==> src/assert_macros.svh <==
// assertion macros used by the rtl top level
`ifndef ASSERT_MACROS_SVH
`define ASSERT_MACROS_SVH

// same-cycle implication, disabled during reset
`define CWQ_ASSERT(label, clk, rstn, ante, cons) \
    label: assert property (@(posedge clk) disable iff (!(rstn)) (ante) |-> (cons)) \
        else $error("condition wait queue check failed");

// next-cycle implication, disabled during reset
`define CWQ_ASSERT_NEXT(label, clk, rstn, ante, cons) \
    label: assert property (@(posedge clk) disable iff (!(rstn)) (ante) |=> (cons)) \
        else $error("condition wait queue check failed");

`endif

==> src/cwq_pkg.sv <==
// types and constants of the condition wait queue
package cwq_pkg;

    localparam int NUM_CORES_DEF = 16;
    localparam int CMD_W         = 2;
    localparam int CORE_ID_W     = 4;
    localparam int MASK_W        = 16;
    localparam int CNT_OUT_W     = 5;

    typedef enum logic [CMD_W-1:0] {
        CMD_WAIT   = 2'd0,
        CMD_SIGNAL = 2'd1,
        CMD_BCAST  = 2'd2,
        CMD_INIT   = 2'd3
    } cmd_t;

    typedef enum logic [1:0] {
        ST_IDLE,
        ST_READ,
        ST_POP,
        ST_DONE
    } state_t;

    typedef struct packed {
        cmd_t                 cmd;
        logic [CORE_ID_W-1:0] core_id;
    } req_t;

    typedef struct packed {
        logic [MASK_W-1:0]    signal_mask;
        logic                 queue_empty;
        logic [CNT_OUT_W-1:0] released_count;
    } res_t;

endpackage

==> src/cwq_ram.sv <==
// generic single-port-write ram with registered read
module cwq_ram #(
    parameter int WIDTH = 4,
    parameter int DEPTH = 16
) (
    input  logic                     aclk,
    input  logic                     wr_en,
    input  logic [$clog2(DEPTH)-1:0] wr_addr,
    input  logic [WIDTH-1:0]         wr_data,
    input  logic [$clog2(DEPTH)-1:0] rd_addr,
    output logic [WIDTH-1:0]         rd_data
);

    logic [WIDTH-1:0] mem_reg [DEPTH];
    logic [WIDTH-1:0] rd_data_reg;

    always_ff @(posedge aclk) begin
        if (wr_en) begin
            mem_reg[wr_addr] <= wr_data;
        end
        rd_data_reg <= mem_reg[rd_addr];
    end

    assign rd_data = rd_data_reg;

endmodule

==> src/cwq_engine.sv <==
// wait list sequencer: link table walk, head and tail pointers, signal mask
module cwq_engine #(
    parameter int NUM_CORES = cwq_pkg::NUM_CORES_DEF
) (
    input  logic          aclk,
    input  logic          aresetn,
    input  logic          req_valid,
    output logic          req_ready,
    input  cwq_pkg::req_t req,
    output logic          res_valid,
    input  logic          res_ready,
    output cwq_pkg::res_t res
);

    localparam int ID_W  = $clog2(NUM_CORES);
    localparam int IW    = (ID_W > cwq_pkg::CORE_ID_W) ? ID_W : cwq_pkg::CORE_ID_W;
    localparam int CNT_W = $clog2(NUM_CORES + 1);
    localparam int CW    = (CNT_W > cwq_pkg::CNT_OUT_W) ? CNT_W : cwq_pkg::CNT_OUT_W;
    localparam int SW    = (NUM_CORES > cwq_pkg::MASK_W) ? NUM_CORES : cwq_pkg::MASK_W;

    cwq_pkg::state_t      state_reg, state_next;
    cwq_pkg::cmd_t        cmd_reg, cmd_next;
    logic [ID_W-1:0]      head_reg, head_next;
    logic [ID_W-1:0]      tail_reg, tail_next;
    logic                 nonempty_reg, nonempty_next;
    logic [NUM_CORES-1:0] sig_reg, sig_next;
    logic [CNT_W-1:0]     cnt_reg, cnt_next;

    logic                 wr_en;
    logic [ID_W-1:0]      rd_data;
    logic [IW-1:0]        id_wide;
    logic [ID_W-1:0]      id;
    logic                 id_ok;
    logic [SW-1:0]        sig_wide;
    logic [CW-1:0]        cnt_wide;

    assign id_wide = IW'(req.core_id);
    assign id      = id_wide[ID_W-1:0];
    assign id_ok   = int'(req.core_id) < NUM_CORES;

    cwq_ram #(
        .WIDTH(ID_W),
        .DEPTH(NUM_CORES)
    ) u_link_ram (
        .aclk   (aclk),
        .wr_en  (wr_en),
        .wr_addr(tail_reg),
        .wr_data(id),
        .rd_addr(head_reg),
        .rd_data(rd_data)
    );

    always_ff @(posedge aclk) begin
        if (!aresetn) begin
            state_reg    <= cwq_pkg::ST_IDLE;
            head_reg     <= '0;
            tail_reg     <= '0;
            nonempty_reg <= 1'b0;
            sig_reg      <= '0;
        end else begin
            state_reg    <= state_next;
            head_reg     <= head_next;
            tail_reg     <= tail_next;
            nonempty_reg <= nonempty_next;
            sig_reg      <= sig_next;
        end
        cmd_reg <= cmd_next;
        cnt_reg <= cnt_next;
    end

    always_comb begin
        state_next    = state_reg;
        cmd_next      = cmd_reg;
        head_next     = head_reg;
        tail_next     = tail_reg;
        nonempty_next = nonempty_reg;
        sig_next      = sig_reg;
        cnt_next      = cnt_reg;
        wr_en         = 1'b0;
        req_ready     = 1'b0;
        res_valid     = 1'b0;

        case (state_reg)
            cwq_pkg::ST_IDLE: begin
                req_ready = 1'b1;
                if (req_valid) begin
                    cmd_next   = req.cmd;
                    cnt_next   = '0;
                    state_next = cwq_pkg::ST_DONE;
                    case (req.cmd)
                        cwq_pkg::CMD_WAIT: begin
                            if (id_ok) begin
                                sig_next  = sig_reg & ~(NUM_CORES'(1) << id);
                                tail_next = id;
                                if (!nonempty_reg) begin
                                    head_next     = id;
                                    nonempty_next = 1'b1;
                                end else begin
                                    wr_en = 1'b1;
                                end
                            end
                        end
                        cwq_pkg::CMD_SIGNAL, cwq_pkg::CMD_BCAST: begin
                            if (nonempty_reg) begin
                                state_next = cwq_pkg::ST_READ;
                            end
                        end
                        cwq_pkg::CMD_INIT: begin
                            head_next     = '0;
                            tail_next     = '0;
                            nonempty_next = 1'b0;
                        end
                        default: begin
                            state_next = cwq_pkg::ST_DONE;
                        end
                    endcase
                end
            end
            cwq_pkg::ST_READ: begin
                // link of the head core arrives next cycle
                state_next = cwq_pkg::ST_POP;
            end
            cwq_pkg::ST_POP: begin
                sig_next   = sig_reg | (NUM_CORES'(1) << head_reg);
                cnt_next   = cnt_reg + CNT_W'(1);
                state_next = cwq_pkg::ST_DONE;
                if (head_reg != tail_reg) begin
                    head_next = rd_data;
                end else begin
                    head_next     = '0;
                    tail_next     = '0;
                    nonempty_next = 1'b0;
                end
                if (cmd_reg == cwq_pkg::CMD_BCAST) begin
                    if (head_reg != tail_reg && cnt_reg < CNT_W'(NUM_CORES - 1)) begin
                        state_next = cwq_pkg::ST_READ;
                    end else begin
                        head_next     = '0;
                        tail_next     = '0;
                        nonempty_next = 1'b0;
                    end
                end
            end
            cwq_pkg::ST_DONE: begin
                res_valid = 1'b1;
                if (res_ready) begin
                    state_next = cwq_pkg::ST_IDLE;
                end
            end
            default: begin
                state_next = cwq_pkg::ST_IDLE;
            end
        endcase
    end

    assign sig_wide = SW'(sig_reg);
    assign cnt_wide = CW'(cnt_reg);

    always_comb begin
        res.signal_mask = sig_wide[cwq_pkg::MASK_W-1:0];
        res.queue_empty = !nonempty_reg;
        if (cnt_wide > CW'({cwq_pkg::CNT_OUT_W{1'b1}})) begin
            res.released_count = {cwq_pkg::CNT_OUT_W{1'b1}};
        end else begin
            res.released_count = cnt_wide[cwq_pkg::CNT_OUT_W-1:0];
        end
    end

endmodule

==> src/condition_wait_queue.sv <==
// condition wait queue top level: request port, engine and result register
//
// requests arrive on s_valid/s_ready with s_cmd (wait, signal, broadcast,
// init) and s_core_id; one result per request leaves on m_valid/m_ready
// carrying the signal mask, the queue-empty flag and the released count.
// waiting cores are kept as a linked list in a link table ram; each pop
// reads that ram through its registered port, in a read state and then a
// pop state. wait and init finish without a ram read; signal releases
// at most one core and broadcast up to num_cores. one request is in the
// engine at a time; the next is taken in the cycle after the previous
// result moves to the output register, so the engine cannot take a new
// request before it has finished the last one.
// the output register holds a result while m_ready is low; the engine
// finishes its next request and then holds it until the register frees.
// synchronous reset clears the queue and the signal mask; the link table
// keeps its contents, as entries are only read after being written.
module condition_wait_queue #(
    parameter int NUM_CORES = cwq_pkg::NUM_CORES_DEF
) (
    input  logic                             aclk,
    input  logic                             aresetn,
    input  logic                             s_valid,
    output logic                             s_ready,
    input  logic [cwq_pkg::CMD_W-1:0]        s_cmd,
    input  logic [cwq_pkg::CORE_ID_W-1:0]    s_core_id,
    output logic                             m_valid,
    input  logic                             m_ready,
    output logic [cwq_pkg::MASK_W-1:0]       m_signal_mask,
    output logic                             m_queue_empty,
    output logic [cwq_pkg::CNT_OUT_W-1:0]    m_released_count
);

    `include "assert_macros.svh"

    localparam int MAX_CNT = (NUM_CORES < 31) ? NUM_CORES : 31;

    cwq_pkg::req_t req;
    cwq_pkg::res_t res;
    cwq_pkg::res_t out_reg;
    logic          res_valid;
    logic          res_ready;
    logic          m_valid_reg, m_valid_next;

    assign req.cmd     = cwq_pkg::cmd_t'(s_cmd);
    assign req.core_id = s_core_id;

    cwq_engine #(
        .NUM_CORES(NUM_CORES)
    ) u_engine (
        .aclk     (aclk),
        .aresetn  (aresetn),
        .req_valid(s_valid),
        .req_ready(s_ready),
        .req      (req),
        .res_valid(res_valid),
        .res_ready(res_ready),
        .res      (res)
    );

    assign res_ready = !m_valid_reg || m_ready;

    always_comb begin
        m_valid_next = m_valid_reg;
        if (res_valid && res_ready) begin
            m_valid_next = 1'b1;
        end else if (m_ready) begin
            m_valid_next = 1'b0;
        end
    end

    always_ff @(posedge aclk) begin
        if (!aresetn) begin
            m_valid_reg <= 1'b0;
        end else begin
            m_valid_reg <= m_valid_next;
        end
        if (res_valid && res_ready) begin
            out_reg <= res;
        end
    end

    assign m_valid          = m_valid_reg;
    assign m_signal_mask    = out_reg.signal_mask;
    assign m_queue_empty    = out_reg.queue_empty;
    assign m_released_count = out_reg.released_count;

    // no new request while a finished one waits in the engine
    `CWQ_ASSERT(a_busy_while_result, aclk, aresetn, res_valid, !s_ready)
    // an accepted request keeps the engine busy next cycle
    `CWQ_ASSERT_NEXT(a_busy_after_accept, aclk, aresetn, s_valid && s_ready, !s_ready)
    // never more releases than cores
    `CWQ_ASSERT(a_count_bound, aclk, aresetn, m_valid, int'(m_released_count) <= MAX_CNT)
    // only broadcast releases several cores, and it leaves the queue empty
    `CWQ_ASSERT(a_bcast_empties, aclk, aresetn, m_valid && m_released_count > 1, m_queue_empty)

endmodule
==> config.mk <==
export PLATFORM = sky130hd
export DESIGN_NAME = condition_wait_queue
export DESIGN_NICKNAME = d
export VERILOG_FILES = /design/src/cwq_pkg.sv /design/src/cwq_ram.sv /design/src/cwq_engine.sv /design/src/condition_wait_queue.sv
export VERILOG_INCLUDE_DIRS = /design/src /design/src/src
export SDC_FILE = /design/constraint.sdc
export NUM_CORES = 1
export LEC_CHECK = 0
export ABC_CLOCK_PERIOD_IN_PS = 6000
export BUFFER_PORTS_ARGS = -buffer_cell sky130_fd_sc_hd__buf_2
export CORE_MARGIN = 1
export CORE_UTILIZATION = 30
export CTS_CLUSTER_DIAMETER = 150
export DETAILED_ROUTE_END_ITERATION = 8
export HOLD_SLACK_MARGIN = 0.05
export PLACE_DENSITY = 0.41
export SLEW_MARGIN = 10
export SYNTH_ARGS = -nofsm -noshare
export SYNTH_HDL_FRONTEND = slang
export SYNTH_SLANG_ARGS = --single-unit
==> constraint.sdc <==
create_clock -name aclk -period 6 [get_ports aclk]
set_clock_uncertainty 0.1 [all_clocks]
set_input_delay 1.8 -clock aclk [delete_from_list [all_inputs] [get_ports aclk]]
set_output_delay 1.8 -clock aclk [all_outputs]
set_load 0.005 [all_outputs]
; Yosys cells after proc, flatten, opt, wreduce, memory -nomap -nowiden
; Memories as Yosys holds them, arrays and structs flattened. A register that Yosys moved wholly into a read port is not among the register bits.
; Index checks and enable logic that the tools add are counted.
[op_classes]
n_eq_ne = 13
n_reduce_logical = 16
mux = 41
shift = 2
mul = 0
n_bitwise = 3
order_cmp = 2
n_div = 0
n_addsub = 1
[ops]
columns = operator, count
row1 = 4-bit 2-to-1 mux, 9
row2 = 16-bit 2-to-1 mux, 2
row3 = 16-bit one-hot mux with 2 select lines, 1
row4 = 4-bit one-hot mux with 2 select lines, 4
row5 = 1-bit by 4-bit left shift with 16-bit output (first input constant), 2
row6 = 16-bit bitwise AND, 1
row7 = 16-bit inverter, 1
row8 = 16-bit bitwise OR, 1
row9 = 1-bit 2-to-1 mux, 14
row10 = 2-bit 2-to-1 mux, 6
row11 = 2-bit equality test (second input constant), 5
row12 = 5-bit one-hot mux with 2 select lines, 1
row13 = 2-bit one-hot mux with 4 select lines, 1
row14 = 2-bit inequality test (second input constant), 3
row15 = 3-bit inequality test (second input constant), 2
row16 = 2-bit AND reduction, 3
row17 = 3-bit AND reduction, 2
row18 = 5-bit by 1-bit adder with 5-bit output (second input constant), 1
row19 = 5-bit > comparator (second input constant), 1
row20 = 5-bit by 4-bit less-than comparator with 1-bit output (second input constant), 1
row21 = 5-bit 2-to-1 mux, 1
row22 = 2-bit by 1-bit equality test with 1-bit output (second input constant), 2
row23 = 2-bit logical NOT, 2
row24 = 4-bit inequality test, 1
row25 = other kinds (7), 11
[word_totals]
out_inout_bits = 24
ramBits = 64
register_bits = 57
rom_bits = 0
n_memories = 1
word_cells = 90
latchBits = 0
input_bits = 10
[memory_table]
columns = memory, words, word_bits, read_ports, rd_clocked_by_memory_dff, write_ports, line
row1 = u_engine.u_link_ram.mem_reg, 16, 4, 1, 1, 1, cwq_ram.sv:14  ; logic [WIDTH-1:0] mem_reg [DEPTH];

; Logic depth before layout (Yosys ltp)
; Gate-level depths: netlist (run 1).
[depth]
word_depth = 6
depth_mapped = 8
mapped_depth_nobuf = 6

; Modules after synthesis
; From an unflattened synthesis (run 1), not the netlist that was laid out.
[unflattened]
hier_cells = 349
area_unflattened_um2 = 5108.6
[by_module_without_submodules]
columns = mod, cells_each, n_inst, seq_area_each_um2, area_per_inst_um2
row1 = cwq_ram, 130, 1, 2001.9, 2666.3
row2 = cwq_engine, 192, 1, 750.7, 1724.2
row3 = condition_wait_queue, 27, 1, 680.7, 718.2

; Worst setup path before layout (run 1)
; Ideal clock, no wire load.
[synth_timing]
path_type = input port to flip-flop
start = input s_cmd[0] (netlist name)
end = memory u_engine.u_link_ram.mem_reg[12][0] (enable)
setup_time_ns = 0.329
cell_stages = 6
t_arrival_ns = 3.079
path_buffers = 1
path_slack_ns = 2.492
path_cell_list = inv_1 -> ha_1 -> and4bb_1 -> buf_6 -> or4b_4 -> nor2_1
[synth_between]
elab_chain_len = 6
[synth_rtl]
columns = item, line
row1 = from (decl), condition_wait_queue.sv:24  ; input logic [cwq_pkg::CMD_W-1:0] s_cmd,
row2 = 2-bit logical NOT, cwq_engine.sv:90  ; case (req.cmd)
row3 = 1-bit 2-to-1 mux, cwq_engine.sv:90
row4 = 1-bit 2-to-1 mux, cwq_engine.sv:86  ; if (req_valid) begin
row5 = 1-bit 2-to-1 mux, cwq_engine.sv:83  ; case (state_reg)
row6 = 1-bit 2-to-1 mux, cwq_ram.sv:18  ; if (wr_en) begin
row7 = 1-bit 2-to-1 mux (not written as such), cwq_ram.sv:19  ; mem_reg[wr_addr] <= wr_data;
row8 = to (decl), cwq_ram.sv:14
; No other way between the ends.

; Worst setup path in the final report (run 1)
[layout_timing]
start = input s_cmd[0] (netlist name)
end = memory u_engine.u_link_ram.mem_reg[1][1] (enable)
; The elaborated chain is that of the path after synthesis.

==> impl_metrics.tcl, run 1 <==
set metrics [dict create \
    layout_min_cycle_time_ns 3.59 \
    highest_layer "met4" \
    met1_length_um 4790 \
    met3_length_um 458 \
    slew_headroom_pct 27.0 \
    setup_viol 0 \
    die_h_um 130 \
    placed_area_um2 5290 \
    drv_slew 0 \
    cts_root_buffer "clkbuf_16" \
    drt_first_iter_violations 189 \
    nNetsFinal 384 \
    die-area_um2 17000 \
    critPathRequiredTime_ns 5.96 \
    rsz0062_at_grt "false" \
    start_util_pct 31.0 \
    numPortBuffers 33 \
    dr_wl_met2_um 5260 \
    critical_path_class "primary input to flop" \
    fin_util_pct 36.7 \
    worstHoldPathType "flop to flop" \
    place_congestion 0.710 \
    arrival_ns 3.55 \
    tns_ns 0 \
    netlist_top_cells_count "93 x edfxtp_1, 34 x nor2_1, 32 x dfxtp_1, 23 x a21oi_1, 16 x mux4_2" \
    cts_tree "built" \
    antennaDiodeCount 0 \
    power_leakage_nw 1.98 \
    cts_buffer_depth 2 \
    clock_sinks 125 \
    post-route-period-util_pct 59.9 \
    post-dp-hpwl_um 7010 \
    postSynthCellCount 338 \
    holdWs_ns 0.338 \
    synth_top_area_share_pct 56.4 \
    cts_setup_buffers 0 \
    cp_max_fo 10 \
    cellPowerDensity_nw_per_um2 350 \
    cts_resized 0 \
    holdBufCountCts 0 \
    area_growth_pct 18.4 \
    htreeDepth 4 \
    synth_edf_count 93 \
    synth_area_um2 4950 \
    die_w_um 130 \
    vias_per_cell 4.74 \
    tightest_slew_ns 1.09 \
    hold_viol_final 0 \
    antenna_found_initial 0 \
    clk_latency_ns 0.41 \
    status "completed" \
    ys.flop_type "edfxtp_1" \
    final_area_um2 5870 \
    vias 2840 \
    pin_count 34 \
    grt_pass1_wl_um 16400 \
    rows 46 \
    grt_pass1_vias 2857 \
    grt_max_degree 26 \
    synth-seq-area-share_pct 69.3 \
    maxCapViolations 0 \
    syn_avg_cell_area_um2 14.7 \
    synth_cell_types 46 \
    worstSetupEndpointType "flop" \
    overflow 0 \
    yosysTopAreaCell "edfxtp_1" \
    ant_nets 0 \
    synth.net_count 352 \
    yosysMostFrequentCell "edfxtp_1" \
    yosys-top-cells-area "edfxtp_1 56%, dfxtp_1 13%, mux4_2 7.3%, nor2_1 2.6%, a21oi_1 2.3%" \
    wl_per_cell_um 17.8 \
    track_usage_pct 13.7 \
    crit_path_start_kind "primary input" \
    drc 0 \
    routed_wl_um 10700 \
    cts_made_buffers 17 \
    clkTransAtPathRegs_ns 0.05 \
    vdd_drop_max_uv 204 \
    yosys_register_bits 125 \
    fmax_ghz 0.278 \
    ys.warnings.count 0 \
    dr.pass1.iters 4 \
    drive_gt1_share_pct 22.2 \
    largest_reg_flops 64 \
    synth_async_sr_flop_share_pct 0 \
    core-area_um2 16000 \
]
placed cells by master (no fill, tap or decap), types with 3 or more instances in the layout:
| master | Yosys | final |
|---|---|---|
| nand2b_1 | 7 | 7 |
| ha_1 | 4 | 4 |
| and3_1 | 6 | 6 |
| mux4_2 | 16 | 16 |
| clkinv_4 | 0 | 4 |
| inv_1 | 6 | 6 |
| a22oi_1 | 8 | 8 |
| and2_1 | 5 | 5 |
| dfxtp_1 | 32 | 32 |
| a221o_1 | 4 | 4 |
| clkinv_2 | 0 | 3 |
| clkbuf_16 | 0 | 17 |
| buf_2 | 7 | 33 |
| o21ai_0 | 13 | 13 |
| a22o_1 | 4 | 4 |
| edfxtp_1 | 93 | 93 |
| nor2_1 | 34 | 33 |
| xnor2_1 | 5 | 5 |
| a21oi_1 | 23 | 23 |
| nand2_1 | 10 | 10 |
| clkinvlp_4 | 0 | 3 |
| nor2b_1 | 5 | 5 |
| nor3_1 | 13 | 13 |
worst max-delay path, cell delays in order:
cell,delay (ns)
buf_2,0.11
inv_1,0.05
ha_1,0.21
and4bb_1,0.42
nand4b_1,0.40
nor3_1,0.54
final cells by class:
cell class / count / area [um2]
fillers: 1568 / 10100
flip-flops and latches: 125 / 3430
multi-input cells: 186 / 1390
clock buffers: 18 / 429
well taps: 216 / 270
repair buffers: 34 / 173
clock inverters: 14 / 145
inverters: 6 / 22.5
report_power, final:
group | internal [W] | leakage, nW | total (W) | switching [W]
combinational | 0.0000377 | 0.583 | 0.0000942 | 0.0000565
clock | 0.000609 | 0.274 | 0.000985 | 0.000376
sequential | 0.000949 | 1.13 | 0.000972 | 0.0000230
total | 0.00160 | 1.98 | 0.00205 | 0.000455
cell families (layout without fill, tap and decap cells):
| kind of cell | after synthesis | count (layout) | share of synthesized area, % |
|---|---|---|---|
| compound gates | 60 | 60 | 7.70 |
| flops | 125 | 125 | 69.3 |
| simple gates | 100 | 100 | 11.0 |
| fa+ha+maj | 4 | 4 | 1.01 |
| buf+inv | 27 | 72 | 2.63 |
| xor+xnor | 6 | 6 | 1.06 |
| mux | 16 | 16 | 7.27 |
stage by stage:
stage	std cells	total power [W]	setup WS [ns]
after floorplan	338	0.00105	2.49
after global placement	567	0.00109	2.04
after detailed placement	567	0.00109	1.96
after global routing	599	0.00212	2.25
final	599	0.00205	2.41
after CTS	599	0.00208	2.42
per-layer routing:
| metal | global-route usage [%] | vias to the layer above |
|---|---|---|
| li1 | - | 1355 |
| met1 | 16.2 | 1399 |
| met2 | 22.3 | 72 |
| met3 | 4.15 | 14 |
| met4 | 7.51 | 0 |
| met5 | 0 | - |
worst paths after layout:
path / from / end / slack (ns) / cells after the start
worst max-delay path: s_cmd[0] / u_engine.u_link_ram.mem_reg[1][1] / 2.41 / 6
worst min-delay path: u_engine.sig_reg[7] / m_signal_mask[7] / 0.34 / 0
worst max register to register: u_engine.state_reg[0] / u_engine.u_link_ram.mem_reg[1][1] / 3.62 / 3
worst min register to register: u_engine.sig_reg[7] / m_signal_mask[7] / 0.34 / 0
(Power assumes the default switching activity.)
==> run 2, diff against run 1 <==
--- a/config.mk
+++ b/config.mk
@@ -6,14 +6,15 @@
 export SDC_FILE = /design/constraint.sdc
 export NUM_CORES = 1
 export LEC_CHECK = 0
-export ABC_CLOCK_PERIOD_IN_PS = 6000
+export ABC_AREA = 1
+export ABC_CLOCK_PERIOD_IN_PS = 2900
 export BUFFER_PORTS_ARGS = -buffer_cell sky130_fd_sc_hd__buf_2
 export CORE_MARGIN = 1
 export CORE_UTILIZATION = 30
 export CTS_CLUSTER_DIAMETER = 150
 export DETAILED_ROUTE_END_ITERATION = 8
 export HOLD_SLACK_MARGIN = 0.05
-export PLACE_DENSITY = 0.41
+export PLACE_DENSITY = 0.43
 export SLEW_MARGIN = 10
 export SYNTH_ARGS = -nofsm -noshare
 export SYNTH_HDL_FRONTEND = slang
==> constraint.sdc (replaced) <==
create_clock -name aclk -period 2.9 [get_ports aclk]
set_clock_uncertainty 0.1 [all_clocks]
set_input_delay 0.87 -clock aclk [delete_from_list [all_inputs] [get_ports aclk]]
set_output_delay 0.87 -clock aclk [all_outputs]
set_load 0.005 [all_outputs]
==> run 2 against run 1 <==
- non-clock buffer count grew 12
- synthesized cell count grew 53%
- die area grew 4.1%
- core utilization grew 0.60 points
- critical path depth grew 1
- clock-buffer cell count grew 2
- cell count grew 33%
- combinational power grew to 5.8 times the previous value
- sequential power grew 110%
- largest power group unchanged
- critical path type unchanged
- synthesized area grew 4.1%
- sequential cell count is the same
==> impl_metrics.tcl, run 2 <==
set metrics [dict create \
    cts_setup_buffers 0 \
    largest_reg_flops 64 \
    cts_root_buffer "clkbuf_16" \
    start_util_pct 30.9 \
    yosysTopAreaCell "edfxtp_1" \
    slew_headroom_pct 41.1 \
    overflow 0 \
    crit_path_start_kind "primary input" \
    dr.pass1.iters 4 \
    maxCapViolations 0 \
    r2r-end "u_engine.u_link_ram.mem_reg[2][2]" \
    setup_viol 0 \
    synth-seq-area-share_pct 66.6 \
    pin_count 34 \
    layout_min_cycle_time_ns 2.34 \
    grt_max_degree 24 \
    synth.net_count 530 \
    cts_tree "built" \
    drt_first_iter_violations 224 \
    startpoint "s_cmd[0]" \
    worstSetupEndpointType "flop" \
    drv_slew 0 \
    track_usage_pct 15.5 \
    final_common_cell "nand2_1" \
    netlist_top_cells_count "136 x nand2_1, 93 x edfxtp_1, 92 x nor2_1, 33 x inv_1, 32 x dfxtp_1" \
    holdWs_ns 0.359 \
    fill_cells 1729 \
    grt_pass1_wl_um 20200 \
    antennaDiodeCount 0 \
    dpl_worst_slack_ns 0.168 \
    numPortBuffers 33 \
    die-area_um2 17700 \
    synth_edf_count 93 \
    multi_input_area_um2 1530 \
    antenna_found_initial 0 \
    final_cell_mix "136 x nand2_1, 93 x edfxtp_1, 92 x nor2_1" \
    synth_area_um2 5160 \
    power_leakage_nw 2.26 \
    holdBufCountCts 0 \
    die_w_um 133 \
    core-area_um2 16700 \
    grt_pass1_vias 3629 \
    post-dp-hpwl_um 8780 \
    syn_avg_cell_area_um2 10.0 \
    finalNonFillerCells 796 \
    rr_startpoint "u_engine.state_reg[0]" \
    clk_latency_ns 0.42 \
    rows 47 \
    vias 3686 \
    ant_nets 0 \
    hold_viol_final 0 \
    die_h_um 133 \
    cp_max_fo 4 \
    worstHoldPathType "flop to flop" \
    ys.warnings.count 0 \
    drive_gt1_share_pct 14.6 \
    clock_sinks 125 \
    rsz0062_at_grt "false" \
    cellPowerDensity_nw_per_um2 760 \
    clkTransAtPathRegs_ns 0.06 \
    status "completed" \
    vdd_drop_max_uv 463 \
    setup_slack_ns 0.565 \
    nNetsFinal 577 \
    tns_ns 0 \
    post-route-period-util_pct 80.5 \
    synth_top_area_share_pct 54.1 \
    tightest_slew_ns 0.883 \
    place_congestion 0.768 \
    regArea_um2 3430 \
    crit_end "u_engine.u_link_ram.mem_reg[2][2]" \
    reg2reg_slack_ns 0.79 \
    vias_per_cell 4.63 \
    yosys-top-cells-area "edfxtp_1 54%, dfxtp_1 12%, nand2_1 9.9%, nor2_1 6.7%, nand3_1 2.6%" \
    critical_path_class "primary input to flop" \
    cts_buffer_depth 2 \
    cts_made_buffers 17 \
    htreeDepth 4 \
    synth_async_sr_flop_share_pct 0 \
    drc 0 \
    yosys_register_bits 125 \
    ys.flop_type "edfxtp_1" \
    routed_wl_um 12700 \
    cts_resized 0 \
    r2r_cells 5 \
    placed_cells 764 \
    area_growth_pct 20.6 \
    yosysMostFrequentCell "nand2_1" \
    synth_cell_types 25 \
    postSynthCellCount 516 \
    wl_per_cell_um 15.9 \
    arrival_ns 2.32 \
    fmax_ghz 0.428 \
    critPathRequiredTime_ns 2.89 \
]
run 2: cell types whose count changed in the layout (fill, tap and decap cells not counted), moves of 7 or more:
cell,before,now
nand2b_1,7,0
buf_4,1,13
nor2_1,33,92
mux4_2,16,0
nor3_1,13,2
inv_1,6,33
nand4_1,2,12
nand2_1,10,136
nand3_1,2,27
run 2: logic make-up after synthesis:
group / count (synthesis) / share of synthesized area [%]
adders and majority gates: 4 / 0.970
and+or+nand+nor: 276 / 21.7
AOI/OAI and AO/OA: 58 / 6.74
DFF: 125 / 66.6
buffers and inverters: 53 / 4.03
run 2: worst min path at each step:
| stage | start | cells after the start | to |
|---|---|---|---|
| after detailed placement | u_engine.sig_reg[2] | 0 | m_signal_mask[2] |
| final | u_engine.sig_reg[2] | 0 | m_signal_mask[2] |
| after floorplan | u_engine.sig_reg[0] | 0 | m_signal_mask[0] |
| after global placement | u_engine.sig_reg[0] | 0 | m_signal_mask[0] |
| after CTS | u_engine.sig_reg[2] | 0 | m_signal_mask[2] |
| after global routing | u_engine.sig_reg[2] | 0 | m_signal_mask[2] |
run 2: critical path, stage by stage:
cell,delay (ns)
buf_2,0.11
inv_1,0.05
ha_1,0.17
nand3_1,0.11
nor2_1,0.25
nand3_1,0.36
nor2_1,0.40
run 2: final cells by class:
cell class              count  share of cell area (%)
clock inverters            12                    2.33
multi-input cells         338                    24.6
inverters                  35                    2.11
well taps                 220                    4.42
flip-flops and latches    125                    55.2
clock buffers              20                    7.18
repair buffers             46                    4.22
run 2: power breakdown:
| group | total [W] | internal, W | switching [W] |
|---|---|---|---|
| Sequential | 0.00205 | 0.00200 | 0.0000538 |
| Clock | 0.00213 | 0.00136 | 0.000768 |
| Combinational | 0.000542 | 0.000164 | 0.000378 |
| Total | 0.00473 | 0.00353 | 0.00120 |
run 2: through the flow:
stage               total power [W]  cell area [um2]  util, %
global route                0.00491             6220     37.3
floorplan                   0.00244             5160        -
detailed placement          0.00264             5630     33.7
CTS                         0.00477             6220     37.3
global placement            0.00264             5630     33.7
finish                      0.00473             6220     37.3
run 2: layer usage:
layer  track usage (%)  vias up  part of all wire [%]
met5                 0        -                     0
met4              6.50        0                   1.5
met3              3.65       13                   3.8
met2              24.7       71                    47
met1              20.2     1761                    48
li1                  -     1841                     -
